File: src/rtl/core/avh_ram.sv
// generic single-write, single-read ram with registered read data
// no dependencies
module avh_ram #(
	parameter int WIDTH = 8,
	parameter int DEPTH = 16
) (
	input  logic                                         clk,
	input  logic                                         we,
	input  logic [((DEPTH > 1) ? $clog2(DEPTH) : 1)-1:0] waddr,
	input  logic [WIDTH-1:0]                             wdata,
	input  logic [((DEPTH > 1) ? $clog2(DEPTH) : 1)-1:0] raddr,
	output logic [WIDTH-1:0]                             rdata
);

	logic [WIDTH-1:0] mem_q [DEPTH];
	logic [WIDTH-1:0] rdata_q;

	always_ff @(posedge clk) begin
		if (we) begin
			mem_q[waddr] <= wdata;
		end
		rdata_q <= mem_q[raddr];
	end

	assign rdata = rdata_q;

endmodule

File: config.mk
export PLATFORM = sky130hd
export DESIGN_NAME = avh_ram
export DESIGN_NICKNAME = d
export VERILOG_FILES = /design/src/rtl/core/avh_ram.sv
export SDC_FILE = /design/constraint.sdc
export NUM_CORES = 1
export LEC_CHECK = 0
export BUFFER_PORTS_ARGS = -buffer_cell sky130_fd_sc_hd__buf_2
export CORE_ASPECT_RATIO = 1.2
export CORE_UTILIZATION = 60
export DETAILED_ROUTE_END_ITERATION = 12
export GPL_ROUTABILITY_DRIVEN = 0
export PLACE_DENSITY = 0.74
export SYNTH_ARGS = -nofsm -noshare
export SYNTH_HDL_FRONTEND = slang
export SYNTH_SLANG_ARGS = --single-unit
File: constraint.sdc
create_clock -name clk -period 3 [get_ports clk]
set_clock_uncertainty 0.1 [all_clocks]
set_input_delay 0.45 -clock clk [delete_from_list [all_inputs] [get_ports clk]]
set_output_delay 0.45 -clock clk [all_outputs]
set_load 0.03 [all_outputs]
## Word level (Yosys, flattened, before mapping)

Memory sizes are Yosys's and may differ from the RTL's. A register that Yosys moved wholly into a read port is not among the register bits.
Index checks and enable logic that the tools add are counted.

- Register bits: 0
- Memory bits (writable): 128
- Input bits: 18
- Output and inout port bits: 8
- Word-level logic and storage cells: 3
- Memories: 1

Memory list:

| memory | depth | width | rd ports | clocked after memory_dff | write ports | line | source |
|---|---|---|---|---|---|---|---|
| mem_q | 16 | 8 | 1 | 1 | 1 | 15 | `logic [WIDTH-1:0] mem_q [DEPTH];` |

- Multiplexer cells: 2

Operators by type and width:

| kind | count |
|---|---|
| two-way mux 1 bit | 2 |

## Depth between registers and ports, before layout

Gate-level depths: netlist of run 1.

- Depth in word-level cells: 2
- Depth in mapped cells: 5
- Mapped depth without buffers: 3

## Worst setup path before layout of run 1

Ideal clock, no wire load.

- Path type: input port to flip-flop
- From: input waddr[2] in the netlist's numbering
- To: memory mem_q[0][0] (enable)
- Setup time: 0.383 ns
- Data arrival time: 1.560 ns
- Data required time: 2.517 ns
- Setup slack: 0.957 ns
- Stages: 2
- Buffers on the path: 0
- Path through: or3b_2 nor3_1

RTL lines:

| what | line | source |
|---|---|---|
| start, declared | 9 | `input logic [((DEPTH > 1) ? $clog2(DEPTH) : 1)-1:0] waddr,` |
| end, declared | 15 |  |

No word-level cell before the write port.

## Final worst setup path of run 1

- From: input waddr[2] in the netlist's numbering
- To: memory mem_q[1][3] (enable)

No word-level cell before the write port.

==> flow_summary_export.csv, run 1 <==
group,metric,value,unit
status,status,"complete, no violations",
power_and_ir_drop,ir_worst_vdd,0.6725,mV
synth,yosys-top-cells-count,"128 x edfxtp_1, 18 x mux4_2, 16 x a22oi_1",
detailed_routing,routedWlPerCell,23.46,um
sta,finalMaxSlewViolations,0,
final_layout,final_layout_size_suffix_gt1_share,30.61,%
power_and_ir_drop,power.leakage,2.078,nW
sta,tightest_slew,851.4,ps
global_routing,overflow,0,
synth,ys_ff_latch,136,
clock_tree,cts-htree-levels,4,
sta,rsz0062_at_grt,"no",
global_routing,grt_max_degree,25,
synth,syn-cell-area,5147,um^2
synth,yosysWarnings,0,
clock_tree,post_cts_resized,0,
worst_setup_path,slowest_delay,520,ps
synth,async_reset_ff_share,0,%
floorplan,die_w,86.56,um
power_and_ir_drop,p_per_area,731.9,nW/um^2
clock_tree,path_clk_slew,60,ps
synth,syn_nets,247,
floorplan,row_count,36,
worst_setup_path,endpoint_kind,"flop",
worst_setup_path,worstReg2RegEnd,"rdata[0]",
detailed_routing,ant_nets,0,
global_routing,grt_pass1_wl,14530,um
worst_setup_path,required,3150,ps
detailed_routing,drt-initial-drc-count,183,
worst_setup_path,cpMaxStageDelayCell,"or3b_2",
synth,synth.area.top_cells,"edfxtp_1 75%, mux4_2 7.9%, mux4_1 7.1%, dfxtp_1 3.1%, a22oi_1 2.3%",
place,dp_cells,376,
final_layout,insertedDiodeCount,0,
synth,synth_seq_area_share,77.78,%
synth,postSynthAreaPerCell,22.48,um^2
place,dpl.hpwl,5937,um
detailed_routing,vias,2500,
synth,yosysMostFrequentCell,"edfxtp_1",
clock_tree,clk-insertion-delay-late,540,ps
global_routing,first_global_vias,2460,
synth,yosysTopAreaCell,"edfxtp_1",
worst_setup_path,rr_worst_depth,3,
floorplan,die_y,103.5,um
synth,synth_cell_type_count,19,
detailed_routing,drt_first_pass_iters,5,
worst_setup_path,cp.arrival,1820,ps
hold_path,hold_start,"wdata[2]",
global_routing,antenna_found_initial,0,
clock_tree,clock-sinks,136,
sta,finalSetupViolations,0,
sta,period_share,55.73,%
job,maxCapViolCount,0,
final_layout,fillerInstances,511,
final_layout,multi_input_area,1057,um^2
synth,synth_flop_cell,"edfxtp_1",
detailed_routing,route.detailed.drc,0,
clock_tree,clock_path_buffers,2,
final_layout,ff_latch_area,4004,um^2
final_layout,stdcell_count,408,
detailed_routing,wl,9570,um
worst_setup_path,crit_fanout,5,
clock_tree,cts_setup_buffers,0,
detailed_routing,highest_layer,"met4",
floorplan,dieArea,8955,um^2
global_routing,track_usage,24.69,%
sta,hold_viol,0,
detailed_routing,wl_met3,582,um
worst_setup_path,r2r-start,"mem_q[1][0]",
synth,yosys.area.top_type_share,74.67,%
worst_setup_path,cp-start-kind,"input port",
hold_path,whs_path_depth,1,
floorplan,core_area,8198,um^2
place,io_buffers,25,
detailed_routing,wl_met1,3979,um
final_layout,area_growth,18.04,%
detailed_routing,viasPerCell,6.127,
worst_setup_path,worst-setup-path-type,"input port to flop",
hold_path,hp-class,"input port to flop",
synth,synth_edf_count,128,
worst_setup_path,reg2reg_slack,1510,ps
sta,finalSetupTns,0,ps
clock_tree,cts_tree,"done",
floorplan,initial_core_util,62.79,%
sta,slew_headroom,43.03,%
hold_path,hold_path_end,"mem_q[14][2]",
sta,max_freq,598.1,MHz
worst_setup_path,path_cells,"buf_2 > or3b_2 > nor2_1 > buf_4",
synth,synth_cells,229,
clock_tree,numCtsBuffers,17,
final_layout,nNetsFinal,299,
clock_tree,root_buffer,"clkbuf_8",
sta,min_period,1672,ps
clock_tree,holdBufCountCts,0,
detailed_routing,wl_met2,4817,um
floorplan,io_pins,26,
==> how the worst max path moves through the flow <==
stage          startpoint     endpoint  slack, ps  depth (start not counted)
4_1_cts          raddr[0]     rdata[1]       1330                          5
3_3_place_gp     raddr[0]     rdata[1]        790                          5
3_5_place_dp     raddr[0]     rdata[1]        770                          5
6_report         waddr[2]  mem_q[1][3]       1330                          4
2_1_floorplan    waddr[2]  mem_q[0][0]        960                          2
5_1_grt          raddr[0]     rdata[1]       1270                          5
==> layout make-up <==
cell class	instances	share of cell area, %
clock buffers	19	6.940
well taps	114	2.348
flip-flops and latches	136	65.90
clock inverters	13	2.924
repair buffers	43	4.489
multi-input cells	83	17.40
==> sequential cells by signal, summed over array words and instances, names as in the netlist <==
name	cells
mem_q	128
rdata	8
==> critical path: cells and delay by family <==
kind | cells | cell delay (ps)
AND/OR/NAND/NOR | 2 | 1010
buffers and inverters | 2 | 360
==> layout by cell type, fill, tap and decap left out <==
cell type and count:
clkbuf_16 16, clkinv_1 2, clkinv_4 1, nor3_1 4, nand3b_1 2, clkinv_2 2, mux4_1 14, nor2b_1 1
nor2_1 13, inv_6 1, a22oi_1 16, buf_12 1, dfxtp_1 8, clkbuf_1 2, mux4_2 18, buf_2 25
or3b_2 1, buf_4 17, bufinv_16 4, and2_1 1, nand2b_1 2, clkbuf_8 1, and2b_1 1, edfxtp_1 128
nand3_1 1, nand2_1 9, clkinvlp_4 3
==> power by group <==
group / leakage [nW] / switching (mW) / internal, mW / total [mW]
combinational: 0.571 / 0.130 / 0.0830 / 0.213
sequential: 1.22 / 0.0115 / 2.12 / 2.14
clock: 0.283 / 0.755 / 1.34 / 2.10
==> routing by layer <==
layer	track usage, %	vias up
li1	-	1079
met4	11.41	0
met5	0	-
met3	8.413	19
met1	32.54	1296
met2	37.91	106
==> stage by stage <==
step	utilization [%]	setup WS (ps)	area [um^2]	total power, mW	hold WS (ps)
floorplan	-	957.1	5147	2.306	448.9
global placement	66.80	785.7	5477	2.383	546.4
detailed placement	66.80	769.4	5477	2.390	553.1
CTS	74.11	1330	6076	4.475	177.6
global route	74.11	1274	6076	4.572	194.6
finish	74.11	1328	6076	4.447	197.3
==> cell families (layout without fill, tap and decap cells) <==
| group | after synthesis | count (layout) | share of synthesized area (%) |
|---|---|---|---|
| muxes | 32 | 32 | 15.02 |
| buffers and inverters | 10 | 75 | 1.677 |
| and+or+nand+nor | 35 | 35 | 3.184 |
| DFF | 136 | 136 | 77.78 |
| AOI/OAI and AO/OA | 16 | 16 | 2.334 |
Power figures use the tool's default switching activity.
==> run 2, diff against run 1 <==
CORE_UTILIZATION = 54   (was 60)
PLACE_DENSITY = 0.7   (was 0.74)
clock period = 1.5 ns   (was 3 ns; I/O delays follow)
==> run 2 against run 1 <==
Worst hold slack got worse by 38 ps; sequential share of layout area decreased by 3.5 points; utilization decreased by 3.8 points; critical path depth decreased by 1; routed wire length increased by 0.88%; count of clock-buffer cells in the layout decreased by 1; final area increased by 5.6%; sequential cell count unchanged; setup slack got worse by 1300 ps; highest routed layer unchanged.
==> flow_summary_export.csv, run 2 (synthesis gave the netlist of run 1 again) <==
group,metric,value,unit
worst_setup_path,rr_worst_depth,3,
worst_setup_path,r2r-start,"mem_q[3][7]",
worst_setup_path,timing.critical_path.from,"mem_q[3][7]",
final_layout,final_cell_mix,"128 x edfxtp_1, 34 x buf_4, 25 x buf_2, 18 x mux4_2, 16 x clkbuf_16",
status,status,"complete, no violations",
worst_setup_path,crit_end,"rdata[7]",
worst_setup_path,reg2reg_slack,50,ps
floorplan,initial_core_util,56.39,%
final_layout,largest_reg_flops,128,
floorplan,io_pins,26,
global_routing,grt.busiest_layer,"met2",
sta,period_share,96.49,%
clock_tree,numCtsBuffers,17,
job,maxCapViolCount,0,
detailed_routing,ant_nets,0,
detailed_routing,drt-initial-drc-count,184,
global_routing,grt.met1_usage,29.59,%
power_and_ir_drop,ir_worst_vdd,1.043,mV
sta,finalMaxSlewViolations,0,
floorplan,row_count,38,
clock_tree,clock-sinks,136,
final_layout,top_register,"mem_q",
power_and_ir_drop,swShare,19.05,%
global_routing,grt_max_degree,17,
detailed_routing,viasPerCell,5.778,
final_layout,final_layout_size_suffix_gt1_share,35.71,%
clock_tree,clock_path_buffers,2,
power_and_ir_drop,internal_power,7.477,mW
final_layout,final_common_cell,"edfxtp_1",
clock_tree,clk-insertion-delay-late,530,ps
place,dpl.hpwl,6473,um
power_and_ir_drop,p_per_area,1439,nW/um^2
sta,rsz0062_at_grt,"no",
global_routing,grt_use_met2,34.25,%
power_and_ir_drop,power.leakage,2.254,nW
sta,finalSetupViolations,0,
global_routing,met3_usage,6.974,%
detailed_routing,routedWlPerCell,21.84,um
worst_setup_path,endpoint_kind,"flop",
floorplan,dieArea,9928,um^2
power_and_ir_drop,pwr-share-seq,46.3,%
worst_setup_path,required,1800,ps
clock_tree,path_clk_slew,60,ps
sta,slew_headroom,50.72,%
sta,finalSetupTns,0,ps
sta,hold_ws,159.0,ps
global_routing,overflow,0,
place,io_buffers,25,
final_layout,insertedDiodeCount,0,
global_routing,antenna_found_initial,0,
final_layout,area_growth,24.70,%
power_and_ir_drop,switching_power,1.760,mW
floorplan,die_y,109.0,um
power_and_ir_drop,total_power,9.237,mW
power_and_ir_drop,pwr-share-comb,5.3,%
sta,tightest_slew,737.6,ps
sta,hold_viol,0,
clock_tree,root_buffer,"clkbuf_8",
floorplan,core_area,9129,um^2
detailed_routing,drt_first_pass_iters,5,
global_routing,grt_pass1_wl,15050,um
hold_path,hp-class,"input port to flop",
worst_setup_path,worst-setup-path-type,"flop to flop",
worst_setup_path,cp.arrival,1750,ps
floorplan,die_w,91.13,um
worst_setup_path,cp-start-kind,"flop",
power_and_ir_drop,clock_power_share,48.4,%
clock_tree,cts_setup_buffers,0,
sta,max_freq,690.9,MHz
worst_setup_path,worstReg2RegEnd,"rdata[7]",
final_layout,fillerInstances,557,
final_layout,nNetsFinal,327,
detailed_routing,vias,2554,
detailed_routing,wl,9654,um
detailed_routing,route.detailed.drc,0,
global_routing,first_global_vias,2685,
clock_tree,cts_tree,"done",
worst_setup_path,crit_fanout,1,
sta,min_period,1447,ps
clock_tree,cts-htree-levels,4,
global_routing,track_usage,22.08,%
run 2: per-stage QoR:
step / area [um^2] / util, % / instances / setup WS, ps
4_1_cts: 6414 / 70.26 / 442 / 44.15
3_5_place_dp: 5687 / 62.29 / 402 / -261.5
5_1_grt: 6419 / 70.31 / 442 / 10.43
3_3_place_gp: 5687 / 62.29 / 402 / -242.8
2_1_floorplan: 5162 / - / 229 / -91.15
6_report: 6419 / 70.31 / 442 / 52.68
run 2: layout make-up:
cell class	instances	area, um^2	area share [%]
flip-flops and latches	136	4004	62.38
multi-input cells	83	1077	16.78
repair buffers	71	540.5	8.421
clock buffers	18	417.9	6.511
clock inverters	14	229.0	3.567
well taps	120	150.1	2.339
run 2: how the worst min path moves through the flow:
stage	cells past startpoint	start	to	slack, ps
floorplan	0	wdata[0]	mem_q[0][0]	220
global placement	1	wdata[0]	mem_q[1][0]	510
detailed placement	1	wdata[0]	mem_q[0][0]	510
CTS	3	waddr[0]	mem_q[0][3]	130
global route	3	waddr[1]	mem_q[0][3]	160
finish	3	waddr[0]	mem_q[0][3]	160
run 2: per-layer routing:
layer  up-vias  wire, um
met5         -         0
li1       1137         -
met1      1321      4122
met2        88      4859
met4         0       114
met3         8       558
run 2: worst max-delay path, stage by stage (launching register included):
cell	delay, ps
edfxtp_1	370
mux4_2	500
a22oi_1	280
nand2_1	90
run 2: power by group through the flow:
stage / combinational, mW / clock (mW) / sequential, mW
after detailed placement: 0.469 / 0 / 4.36
final: 0.486 / 4.47 / 4.28
after CTS: 0.488 / 4.54 / 4.28
after global routing: 0.520 / 4.70 / 4.29
after global placement: 0.458 / 0 / 4.36
after floorplan: 0.217 / 0 / 4.40
run 2: repair_timing:
action	CTS	global route
hold endpoints to repair	128	0
hold buffers	8	0
gates resized for setup	0	1
setup endpoints to repair	0	1
