==> config.mk <==
export PLATFORM = sky130hd
export DESIGN_NAME = avh_div
export DESIGN_NICKNAME = d
export VERILOG_FILES = /design/src/rtl/core/avh_pkg.sv /design/src/rtl/core/avh_div.sv
export SDC_FILE = /design/constraint.sdc
export NUM_CORES = 1
export LEC_CHECK = 0
export BUFFER_PORTS_ARGS = -buffer_cell sky130_fd_sc_hd__buf_2
export CAP_MARGIN = 10
export CORE_MARGIN = 2
export CORE_UTILIZATION = 63
export CTS_CLUSTER_DIAMETER = 150
export DETAILED_ROUTE_END_ITERATION = 8
export GPL_TIMING_DRIVEN = 1
export HOLD_SLACK_MARGIN = 0.08
export PLACE_DENSITY_LB_ADDON = 0.3
export SETUP_SLACK_MARGIN = 0.02
export SYNTH_ARGS = -nofsm -noshare
export SYNTH_HDL_FRONTEND = slang
export SYNTH_SLANG_ARGS = --single-unit
==> constraint.sdc <==
create_clock -name clk -period 6.7 [get_ports clk]
set_input_delay 1.34 -clock clk [delete_from_list [all_inputs] [get_ports clk]]
set_output_delay 1.34 -clock clk [all_outputs]
set_load 0.05 [all_outputs]
==> src/rtl/core/avh_pkg.sv <==
// shared types, sizes and codes for the averaging histogram
// no dependencies; used by every file in rtl/core except avh_ram
package avh_pkg;

	localparam int NUM_BINS     = 1024;
	localparam int COUNT_BITS   = 16;
	localparam int SAMPLE_BITS  = 24;
	localparam int SUM_BITS     = SAMPLE_BITS + COUNT_BITS;
	localparam int ADDR_BITS    = (NUM_BINS > 1) ? $clog2(NUM_BINS) : 1;
	localparam int WORD_BITS    = SUM_BITS + COUNT_BITS;
	localparam int DIV_CNT_BITS = $clog2(SUM_BITS + 1);

	localparam logic [COUNT_BITS-1:0] CNT_MAX = '1;

	typedef enum logic [1:0] {
		ACT_ADD   = 2'd0,
		ACT_VEC   = 2'd1,
		ACT_READ  = 2'd2,
		ACT_CLEAR = 2'd3
	} avh_act_t;

	typedef enum logic [1:0] {
		ST_OK    = 2'd0,
		ST_RANGE = 2'd1,
		ST_LONG  = 2'd2,
		ST_SAT   = 2'd3
	} avh_status_t;

	typedef struct packed {
		avh_act_t                action;
		logic [11:0]             bin_index;
		logic signed [23:0]      sample;
		logic [12:0]             vector_length;
	} avh_cmd_t;

	typedef struct packed {
		logic signed [23:0]      average;
		logic [15:0]             bin_count;
		avh_status_t             status;
	} avh_res_t;

	// low 16 bits of a bin count, zero extended when the count is narrower
	function automatic logic [15:0] cnt_to16(input logic [COUNT_BITS-1:0] c);
		logic [31:0] wide;
		wide = 32'(c);
		return wide[15:0];
	endfunction

endpackage

==> src/rtl/core/avh_div.sv <==
// bit-serial signed-by-unsigned divider, one quotient bit per cycle
// depends on avh_pkg
module avh_div (
	input  logic                                clk,
	input  logic                                arst_n,
	input  logic                                go,
	input  logic signed [avh_pkg::SUM_BITS-1:0] dividend,
	input  logic [avh_pkg::COUNT_BITS-1:0]      divisor,
	output logic                                done,
	output logic signed [23:0]                  quotient
);

	logic [avh_pkg::SUM_BITS-1:0]     quo_q;
	logic [avh_pkg::COUNT_BITS-1:0]   rem_q;
	logic [avh_pkg::COUNT_BITS-1:0]   div_q;
	logic [avh_pkg::DIV_CNT_BITS-1:0] cnt_q;
	logic                             neg_q;
	logic                             run_q;
	logic                             done_q;

	logic [avh_pkg::SUM_BITS-1:0]     mag;
	logic [avh_pkg::COUNT_BITS:0]     trial;
	logic [avh_pkg::COUNT_BITS:0]     diff;
	logic                             ge;
	logic [avh_pkg::COUNT_BITS-1:0]   nrem;
	logic [avh_pkg::SUM_BITS-1:0]     qfull;
	logic                             last;

	assign mag   = dividend[avh_pkg::SUM_BITS-1] ? (~dividend + 1'b1) : dividend;
	assign trial = {rem_q, quo_q[avh_pkg::SUM_BITS-1]};
	assign diff  = trial - {1'b0, div_q};
	assign ge    = trial >= {1'b0, div_q};
	assign nrem  = ge ? diff[avh_pkg::COUNT_BITS-1:0] : trial[avh_pkg::COUNT_BITS-1:0];
	assign last  = cnt_q == avh_pkg::DIV_CNT_BITS'(avh_pkg::SUM_BITS - 1);

	always_ff @(posedge clk or negedge arst_n) begin
		if (!arst_n) begin
			quo_q  <= '0;
			rem_q  <= '0;
			div_q  <= '0;
			cnt_q  <= '0;
			neg_q  <= 1'b0;
			run_q  <= 1'b0;
			done_q <= 1'b0;
		end else begin
			done_q <= run_q && !go && last;
			if (go) begin
				quo_q <= mag;
				rem_q <= '0;
				div_q <= divisor;
				neg_q <= dividend[avh_pkg::SUM_BITS-1];
				cnt_q <= '0;
				run_q <= 1'b1;
			end else if (run_q) begin
				rem_q <= nrem;
				quo_q <= {quo_q[avh_pkg::SUM_BITS-2:0], ge};
				cnt_q <= cnt_q + 1'b1;
				if (last) begin
					run_q <= 1'b0;
				end
			end
		end
	end

	assign qfull    = neg_q ? (~quo_q + 1'b1) : quo_q;
	assign quotient = qfull[23:0];
	assign done     = done_q;

endmodule

== Word-level counts from Yosys, hierarchy flattened ==
Cells that the tools add are included.
Storage, ports and cells
  bits in registers: 81
  input port bits: 59
  output and inout bits: 25
  logic and storage cells: 31
Operators by class
  add/sub/neg operators: 4
  $lt $le $gt $ge: 1
  equality and inequality tests: 1
  multiplexer cells: 12
  bitwise operators: 2
  reduce and logical (&&, ||, !) cells: 4
Operator list (number)
  two-way mux 40 bit: 3
  two-way mux 16 bit: 3
  adder 40 x 1 -> 40 bit (second input constant): 1
  inverter 40 bit: 1
  adder 24 x 1 -> 24 bit (second input constant): 1
  two-way mux 24 bit: 1
  inverter 24 bit: 1
  >= comparator 17 x 16 -> 1 bit: 1
  subtractor 16 bit: 1
  two-way mux 6 bit: 2
  adder 6 x 1 -> 6 bit (second input constant): 1
  equality test 6 bit (second input constant): 1
  two-way mux 1 bit: 3
  logical AND 1 bit: 2
  nonzero test 2 bit: 1
  logical NOT 1 bit: 1

== Longest topological paths before layout ==
Gate-level depths: netlist (run 1).
  depth in word-level cells: 4
  depth in mapped cells: 11
  depth with buffers taken out: 10

== Worst setup path after synthesis (run 1) ==
Ideal clock, no wire load.
  path type: register to output
  start point: reg quo_q[6] (netlist bit)
  end point: out quotient[22]
  arrival: 2.277 ns
  required time: 5.360 ns
  setup slack: 3.083 ns
  stages on the path, launching flop included: 7
  path through: dfrtp_1 > or4_1 > or2_4 > nor4_4 > nand2_2 > o31ai_2 > xnor2_1
Between the ends
  word-level cells in the longest chain between the ends: 3
RTL lines
  start, declared: line avh_div.sv:13  | logic [avh_pkg::SUM_BITS-1:0] quo_q;
  start signal, assigned: line avh_div.sv:48  | quo_q <= mag;
  start signal, assigned: line avh_div.sv:56  | quo_q <= {quo_q[avh_pkg::SUM_BITS-2:0], ge};
  inverter 24 bit: line avh_div.sv:65  | assign qfull = neg_q ? (~quo_q + 1'b1) : quo_q;
  adder 24 x 1 -> 24 bit: line avh_div.sv:65
  two-way mux 24 bit: line avh_div.sv:65
  end, declared: line avh_div.sv:10  | output logic signed [23:0] quotient
No other way between the ends.

== Worst setup path in the final report (run 1) ==
  start point: reg quo_q[5] (netlist bit)
  end point: out quotient[23]
The elaborated chain is that of the path after synthesis.

==> impl_results.md, run 1 <==
- Status: finished clean
- Largest family of logic cells by synthesized area: compound AO/OA/AOI/OAI gates
- Synth Area in Simple Gates: 20.0%
- #FFs+latches synth: roughly 80
- Post-DR vias/cell: around 6
- Placed Cells: about 840
- Final Max Tran Viols: 0
- Starting DRT DRC Count: 285
- Ys async rst share: 100%
- # IOs: 84
- First-pass GRT wire length: 21.4 mm
- DRT antenna net count: 0
- XOR/XNOR share of the synthesized area: 10.9%
- Critical path arrival: 2.77 ns
- Setup bufs post-CTS: 0
- Ys Warns: 0
- Via Count: 5062
- Power density cells: 208 mW/mm^2
- Die area: 0.0101 sq mm
- Share of layout cells above drive strength 1: 16.3%
- Tcrit/Tclk final: about three fifths
- FF-to-FF path depth: 8
- Static leakage power: 2.98 nW
- RR Startpoint: rem_q[13]$_DFFE_PN0P_
- Root Driver: clkbuf_8
- WL met3: 466 um
- Min-Delay Path Class: flip-flop to flip-flop
- Rows: 35
- Antenna violations before repair: 0
- DR top layer: met4
- Hold Slack: 0.534 ns
- Tmin final: 4.11 ns
- Global Route Usage Sum: 26.0%
- Diode count: 0
- Post-Route WL: between 10 and 15 mm
- Reg clk slew, reported paths: 0.09 ns
- Post-route DRC: 0
- Largest net degree at the start of global routing: 97
- Dpl hpwl: a little under 9 mm
- Setup ws final: between 2 and 3 ns
- Register-to-Register Setup Slack: 4.03 ns
- Total gr overflow: 0
- Die width: 100 um
- Req. time, crit path: about 5.4 ns
- Avg Cell Area, Syn: 8.49 sq um
- Main synth FF type: dfrtp_1
- Crit Path Class: flip-flop to output port
- Rel. slew slack: 28.1%
- Achievable clock frequency: 243 MHz
- Worst Hold Endpoint: div_q[10]$_DFFE_PN0P_
- Hold-fix buffers at CTS: 0
- FF-to-FF End: rem_q[2]$_DFFE_PN0P_
- CTS tree: built
- Most common cell after layout, fill and taps aside: buf_2
- Total power: 1.34 mW
- Clk sinks: 81
- CTS Buf Count: 9
- Post-synthesis cell count: 689
- Peak supply drop: 0.122 mV
- Setup TNS: 0 ns
- Average wire per cell in the routed design: 14.7 um
- Max Cap Viol: 0
- Hold path start: div_q[10]$_DFFE_PN0P_
- Synthesis-to-layout area growth: 10.5%
- Post-Syn Nets: between 700 and 800
- Die H: 100 um
- Post-synthesis mux area share: 4.47%
- DRT met1 WL: 5.83 mm
- Initial Utilization: 64.2%
- Post-Synth Adder-Cell Area: 4.41%
- Finish-stage setup viols: 0
- Clock Latency Late Sink: around 0.36 ns
- Final Hold Fails: 0
- Core footprint: 0.00911 sq mm
- Skew final: around 0.013 ns
- Port Buf Inserts: 83
- Post-synthesis sequential area ratio: 34.7%
- Worst-case clock buffer depth: 2
- Vias in the first global route: 4750
- Compound-gate portion of the synthesized area: 21.0%
- RSZ-0062 raised after global routing: no
- # fillers: 725
- Post-synth EDFFs: 0
- H-tree depth: 3
- Number of nets in the layout: around 800
- Commonest non-fill, non-tap cells in the layout: 81 x buf_2, 80 x dfrtp_1, 79 x nand2_1, 65 x o21ai_0, 53 x nor2_1
- Final Instance Count excl. Fillers: 860
- Met2 WL post-DR: between 6 and 7 mm
- GP Congestion: 0.869
- Crit start category: flip-flop
- DR pass1 iterations: 5
- Yosys cell types: 59
- Worst hold path depth: 2
- Synthesized area: 0.00585 sq mm
- Worst Path Max Fanout: 5
- Dpl ws: 2.96 ns
- Worst-Margin Slew: 1.08 ns
- Post-cts resize count: 0
- Critical path endpoint category: output port
## registers in the layout, summed over array words and instances, names as in the netlist
register,cells
neg_q,1
quo_q,40
done,1
div_q,16
cnt_q,6
run_q,1
rem_q,16
## worst max-delay path by stage
| stage | from | end | cells after the start |
|---|---|---|---|
| finish | quo_q[5]$_DFFE_PN0P_ | quotient[23] | 7 |
| global route | quo_q[5]$_DFFE_PN0P_ | quotient[19] | 7 |
| CTS | quo_q[5]$_DFFE_PN0P_ | quotient[23] | 7 |
| detailed placement | quo_q[5]$_DFFE_PN0P_ | quotient[23] | 7 |
| global placement | quo_q[6]$_DFFE_PN0P_ | quotient[23] | 7 |
| floorplan | quo_q[6]$_DFFE_PN0P_ | quotient[22] | 6 |
## kinds of logic after synthesis
logic type	after synthesis
and+or+nand+nor	234
AOI/OAI and AO/OA	187
DFF	81
xor gates and xnor gates	73
buffers and inverters	68
muxes	26
adders and majority gates	20
## report_power, final
part | internal, mW | switching [mW]
Combinational | 0.133 | 0.260
Clock | 0.185 | 0.192
Sequential | 0.529 | 0.0435
Total | 0.848 | 0.496
## cells in the mapped netlist, types with 3 or more instances
library cell  number  share of area (%)
mux2i_1           25                4.3
nor3_1            18                1.5
xnor2_1           51                7.6
a21oi_1           39                3.3
buf_1              3               0.19
o41ai_2            4                1.1
nand2_1           79                5.1
or3_1              6               0.64
o211a_1            4               0.68
o31ai_2            5                1.1
o31ai_1            6               0.77
o41ai_1            4               0.60
o22ai_1            4               0.43
clkbuf_1          33                2.1
a31oi_1            5               0.53
o21ai_0           65                5.6
nand3_1            6               0.51
o211ai_1           3               0.38
xor2_1            22                3.3
buf_2              3               0.26
a21o_1             6               0.77
ha_1              19                4.1
or4_1              3               0.38
a211oi_1          28                3.6
nor4_2             3               0.64
nor4_1             4               0.43
nand2b_1          18                1.9
nor2_1            53                3.4
nor2b_1           19                2.0
dfrtp_1           81                 35
nand4_1            7               0.75
inv_1             28                1.8
and2_1             3               0.32
## worst max-delay path: stages (launching register included)
cell and delay [ns]:
dfrtp_1 0.44, or4_1 0.56, or2_4 0.28, nor3_2 0.23, nand3b_1 0.20, o41ai_2 0.29
xnor2_1 0.15, buf_2 0.27
## layer usage
| metal | up-vias | track usage (%) |
|---|---|---|
| li1 | 2532 | - |
| met1 | 2392 | 35.4 |
| met2 | 116 | 43.7 |
| met5 | - | 0 |
| met4 | 0 | 8.32 |
| met3 | 22 | 3.06 |
## cell type report
| class | count | area [sq um] | share of cell area [%] |
|---|---|---|---|
| Multi-Input combinational cell | 540 | 3560 | 55.1 |
| Clock inverter | 5 | 62.6 | 0.967 |
| Inverter | 28 | 105 | 1.63 |
| Sequential cell | 81 | 2030 | 31.4 |
| Clock buffer | 11 | 141 | 2.19 |
| Tap cell | 111 | 139 | 2.15 |
| Timing Repair Buffer | 84 | 428 | 6.62 |
## through the flow
stage               area [sq um]  util [%]
finish                      6470      71.0
global route                6470      71.0
CTS                         6470      71.0
detailed placement          6260      68.8
global placement            6260      68.8
floorplan                   5850         -
Note: power is estimated with default switching activity, not from simulation.
==> run 2, diff against run 1 <==
--- a/config.mk
+++ b/config.mk
@@ -5,10 +5,11 @@
 export SDC_FILE = /design/constraint.sdc
 export NUM_CORES = 1
 export LEC_CHECK = 0
+export ABC_AREA = 1
 export BUFFER_PORTS_ARGS = -buffer_cell sky130_fd_sc_hd__buf_2
 export CAP_MARGIN = 10
 export CORE_MARGIN = 2
-export CORE_UTILIZATION = 63
+export CORE_UTILIZATION = 53
 export CTS_CLUSTER_DIAMETER = 150
 export DETAILED_ROUTE_END_ITERATION = 8
 export GPL_TIMING_DRIVEN = 1
==> constraint.sdc (replaced) <==
create_clock -name clk -period 3.75 [get_ports clk]
set_input_delay 0.75 -clock clk [delete_from_list [all_inputs] [get_ports clk]]
set_output_delay 0.75 -clock clk [all_outputs]
set_load 0.05 [all_outputs]
==> run 2 against run 1 <==
Against the previous run: synthesized area grew 8.7%; routed wire length increased by 37%; via count is 31% higher; cell area rose by 11%; setup slack got worse by 1.9 ns.
==> impl_results.md, run 2 <==
- Peak supply drop: 0.223 mV
- Starting DRT DRC Count: 509
- Root Driver: clkbuf_16
- Post-synthesis cell count: just under 1000
- Finish-stage setup viols: 0
- Setup TNS: 0 ns
- FF-to-FF End: rem_q[15]$_DFFE_PN0P_
- Reg clk slew, reported paths: 0.06 ns
- Dpl hpwl: around 13 mm
- Area leader, netlist: dfrtp_1
- Clock Power Share: 24.8%
- Worst-Margin Slew: 1.03 ns
- Die area: approximately 0.013 sq mm
- Ys Warns: 0
- FF-to-FF path depth: 13
- Final Hold Fails: 0
- Core footprint: 0.0119 sq mm
- # fillers: 1158
- Via Count: ~6600
- Register-to-Register Setup Slack: 1.45 ns
- Critical path endpoint category: output port
- First-pass GRT wire length: 28.7 mm
- Internal: 2.25 mW
- Synth area leaders: dfrtp_1 32%, nand2_1 17%, nand3_1 9.0%
- Count leader, synth: nand2_1
- Multi-input gate area: 0.00363 sq mm
- Post-Syn Nets: 1064
- Most common cell after layout, fill and taps aside: nand2_1
- Vias in the first global route: 6055
- CTS tree: built
- CTS Buf Count: 9
- Initial Utilization: 53.6%
- Tmin final: 3.10 ns
- Worst hold path depth: 2
- Req. time, crit path: 3.00 ns
- Achievable clock frequency: 323 MHz
- CP startpoint: quo_q[1]$_DFFE_PN0P_
- Min-Delay Path Class: flip-flop to flip-flop
- Yosys cell types: 42
- Antenna violations before repair: 0
- Switching share of power: 43.2%
- Post-DR vias/cell: 5.49
- Post-cts resize count: 0
- Hold-fix buffers at CTS: 0
- # IOs: 84
- Share of the synthesized area in the top cell type: between 30% and 40%
- Final Max Tran Viols: 0
- Average wire per cell in the routed design: about 14 um
- Largest net degree at the start of global routing: 82
- Register area: 0.00203 sq mm
- Clk sinks: 81
- Diode count: 0
- Largest regs: quo_q (40), div_q (16), rem_q (16)
- Share of layout cells above drive strength 1: 12.7%
- Worst-case clock buffer depth: 2
- DRT antenna net count: 0
- Status: finished clean
- Port Buf Inserts: 83
- Seq pwr share: roughly 29%
- Global Route Usage Sum: around 28%
- Max Cap Viol: 0
- Ys async rst share: between 90% and 100%
- Combinational Power Share: 46.3%
- Number of nets in the layout: 1132
- Rel. slew slack: a little under a third
- Hold path start: div_q[0]$_DFFE_PN0P_
- DR pass1 iterations: 5
- Die H: 114 um
- Top post-synthesis cells by count: 287 x nand2_1, 147 x inv_1, 114 x nand3_1
- Post-route DRC: 0
- GP Congestion: 0.993
- Setup bufs post-CTS: 0
- Hold Slack: between 0.4 and 0.5 ns
- H-tree depth: 3
- Critical path arrival: 2.35 ns
- Crit Path Class: flip-flop to output port
- Synthesis-to-layout area growth: 13.1%
- Synthesized area: 0.00636 sq mm
- Most flop-heavy register: quo_q
- Worst Hold Endpoint: div_q[0]$_DFFE_PN0P_
- Max reg flops: 40
- Worst Path Max Fanout: 5
- Clock Latency Late Sink: 0.34 ns
- Post-Route WL: about 17 mm
- Skew final: 0.00385 ns
- Total gr overflow: 0
- Main synth FF type: dfrtp_1
- Post-synthesis sequential area ratio: around a third
- Die width: 114 um
- Switch Pwr: 1.71 mW
- RSZ-0062 raised after global routing: no
- Power density cells: 550 mW/mm^2
- Rows: 40
- Tcrit/Tclk final: 82.7%
- Post-synth EDFFs: 0
- #FFs+latches synth: slightly above 80
- Static leakage power: 3.82 nW
- RR Startpoint: rem_q[13]$_DFFE_PN0P_
- Avg Cell Area, Syn: 6.46 sq um
- Commonest non-fill, non-tap cells in the layout: 287 x nand2_1, 147 x inv_1, 114 x nand3_1, 92 x nor2_1, 82 x buf_2
- Crit start category: flip-flop
[run 2: changes by cell type in the layout (fill, tap and decap cells not counted), moves of 25 or more]
cell | previous run | this run
nor2_1 | 53 | 92
inv_1 | 28 | 147
mux2i_1 | 25 | 0
nand3_1 | 6 | 114
xnor2_1 | 51 | 5
a211oi_1 | 28 | 0
nand2_1 | 79 | 287
[run 2: logic make-up (layout without fill, tap and decap cells)]
kind of cell             Yosys count  in the layout  synth area share (%)
buffers and inverters            182            255                  11.1
XOR/XNOR                          24             24                  3.31
AO/OA/AOI/OAI                    126            126                  12.3
AND/OR/NAND/NOR                  552            552                  37.4
flip-flops                        81             81                  31.9
adder cells (fa/ha/maj)           20             20                  4.05
[run 2: through the flow]
step | util (%) | worst slack (ns) | instance area [sq um] | instances | power, mW
3_5_place_dp | 57.8 | 1.05 | 6860 | 1189 | 2.96
4_1_cts | 60.6 | 0.662 | 7190 | 1205 | 3.95
2_1_floorplan | - | 0.944 | 6360 | 985 | 2.57
5_1_grt | 60.6 | 0.447 | 7190 | 1205 | 4.24
3_3_place_gp | 57.8 | 1.06 | 6860 | 1189 | 2.93
6_report | 60.6 | 0.650 | 7190 | 1205 | 3.95
[run 2: final cells by class]
type                    count  share of cell area (%)
clock buffers              12                    3.57
clock inverters             4                    1.04
inverters                 151                    7.88
multi-input cells         722                    50.4
flip-flops and latches     81                    28.2
well taps                 147                    2.56
repair buffers             88                    6.33
[run 2: how the worst max path moves through the flow]
stage,end,slack [ns]
after floorplan,quotient[18],0.94
after global placement,quotient[22],1.06
after detailed placement,quotient[22],1.05
after CTS,quotient[22],0.66
after global routing,quotient[22],0.45
final,quotient[22],0.65
[run 2: power groups by stage]
stage / Clock, mW / Sequential, mW / Combinational (mW)
after global routing: 1.02 / 1.16 / 2.06
after detailed placement: 0 / 1.15 / 1.81
final: 0.982 / 1.14 / 1.83
after floorplan: 0 / 1.12 / 1.45
after CTS: 0.987 / 1.14 / 1.82
after global placement: 0 / 1.15 / 1.78
[run 2: metal layers]
metal | track usage (%) | wire length [um] | up-vias
met3 | 2.13 | 710 | 30
met2 | 45.2 | 8000 | 201
li1 | - | - | 3305
met1 | 38.9 | 8210 | 3079
met5 | 0 | 0 | -
met4 | 9.76 | 384 | 0
[run 2: critical path: stages, from the launching register on]
cell     delay, ns
dfrtp_1       0.36
inv_1         0.13
ha_1          0.19
nand2_1       0.07
nor2_1        0.17
inv_1         0.08
nor2_2        0.17
nand3_1       0.09
nand2_1       0.10
o21ai_1       0.12
nor2_1        0.11
nand2_1       0.05
nand2_1       0.09
buf_2         0.27
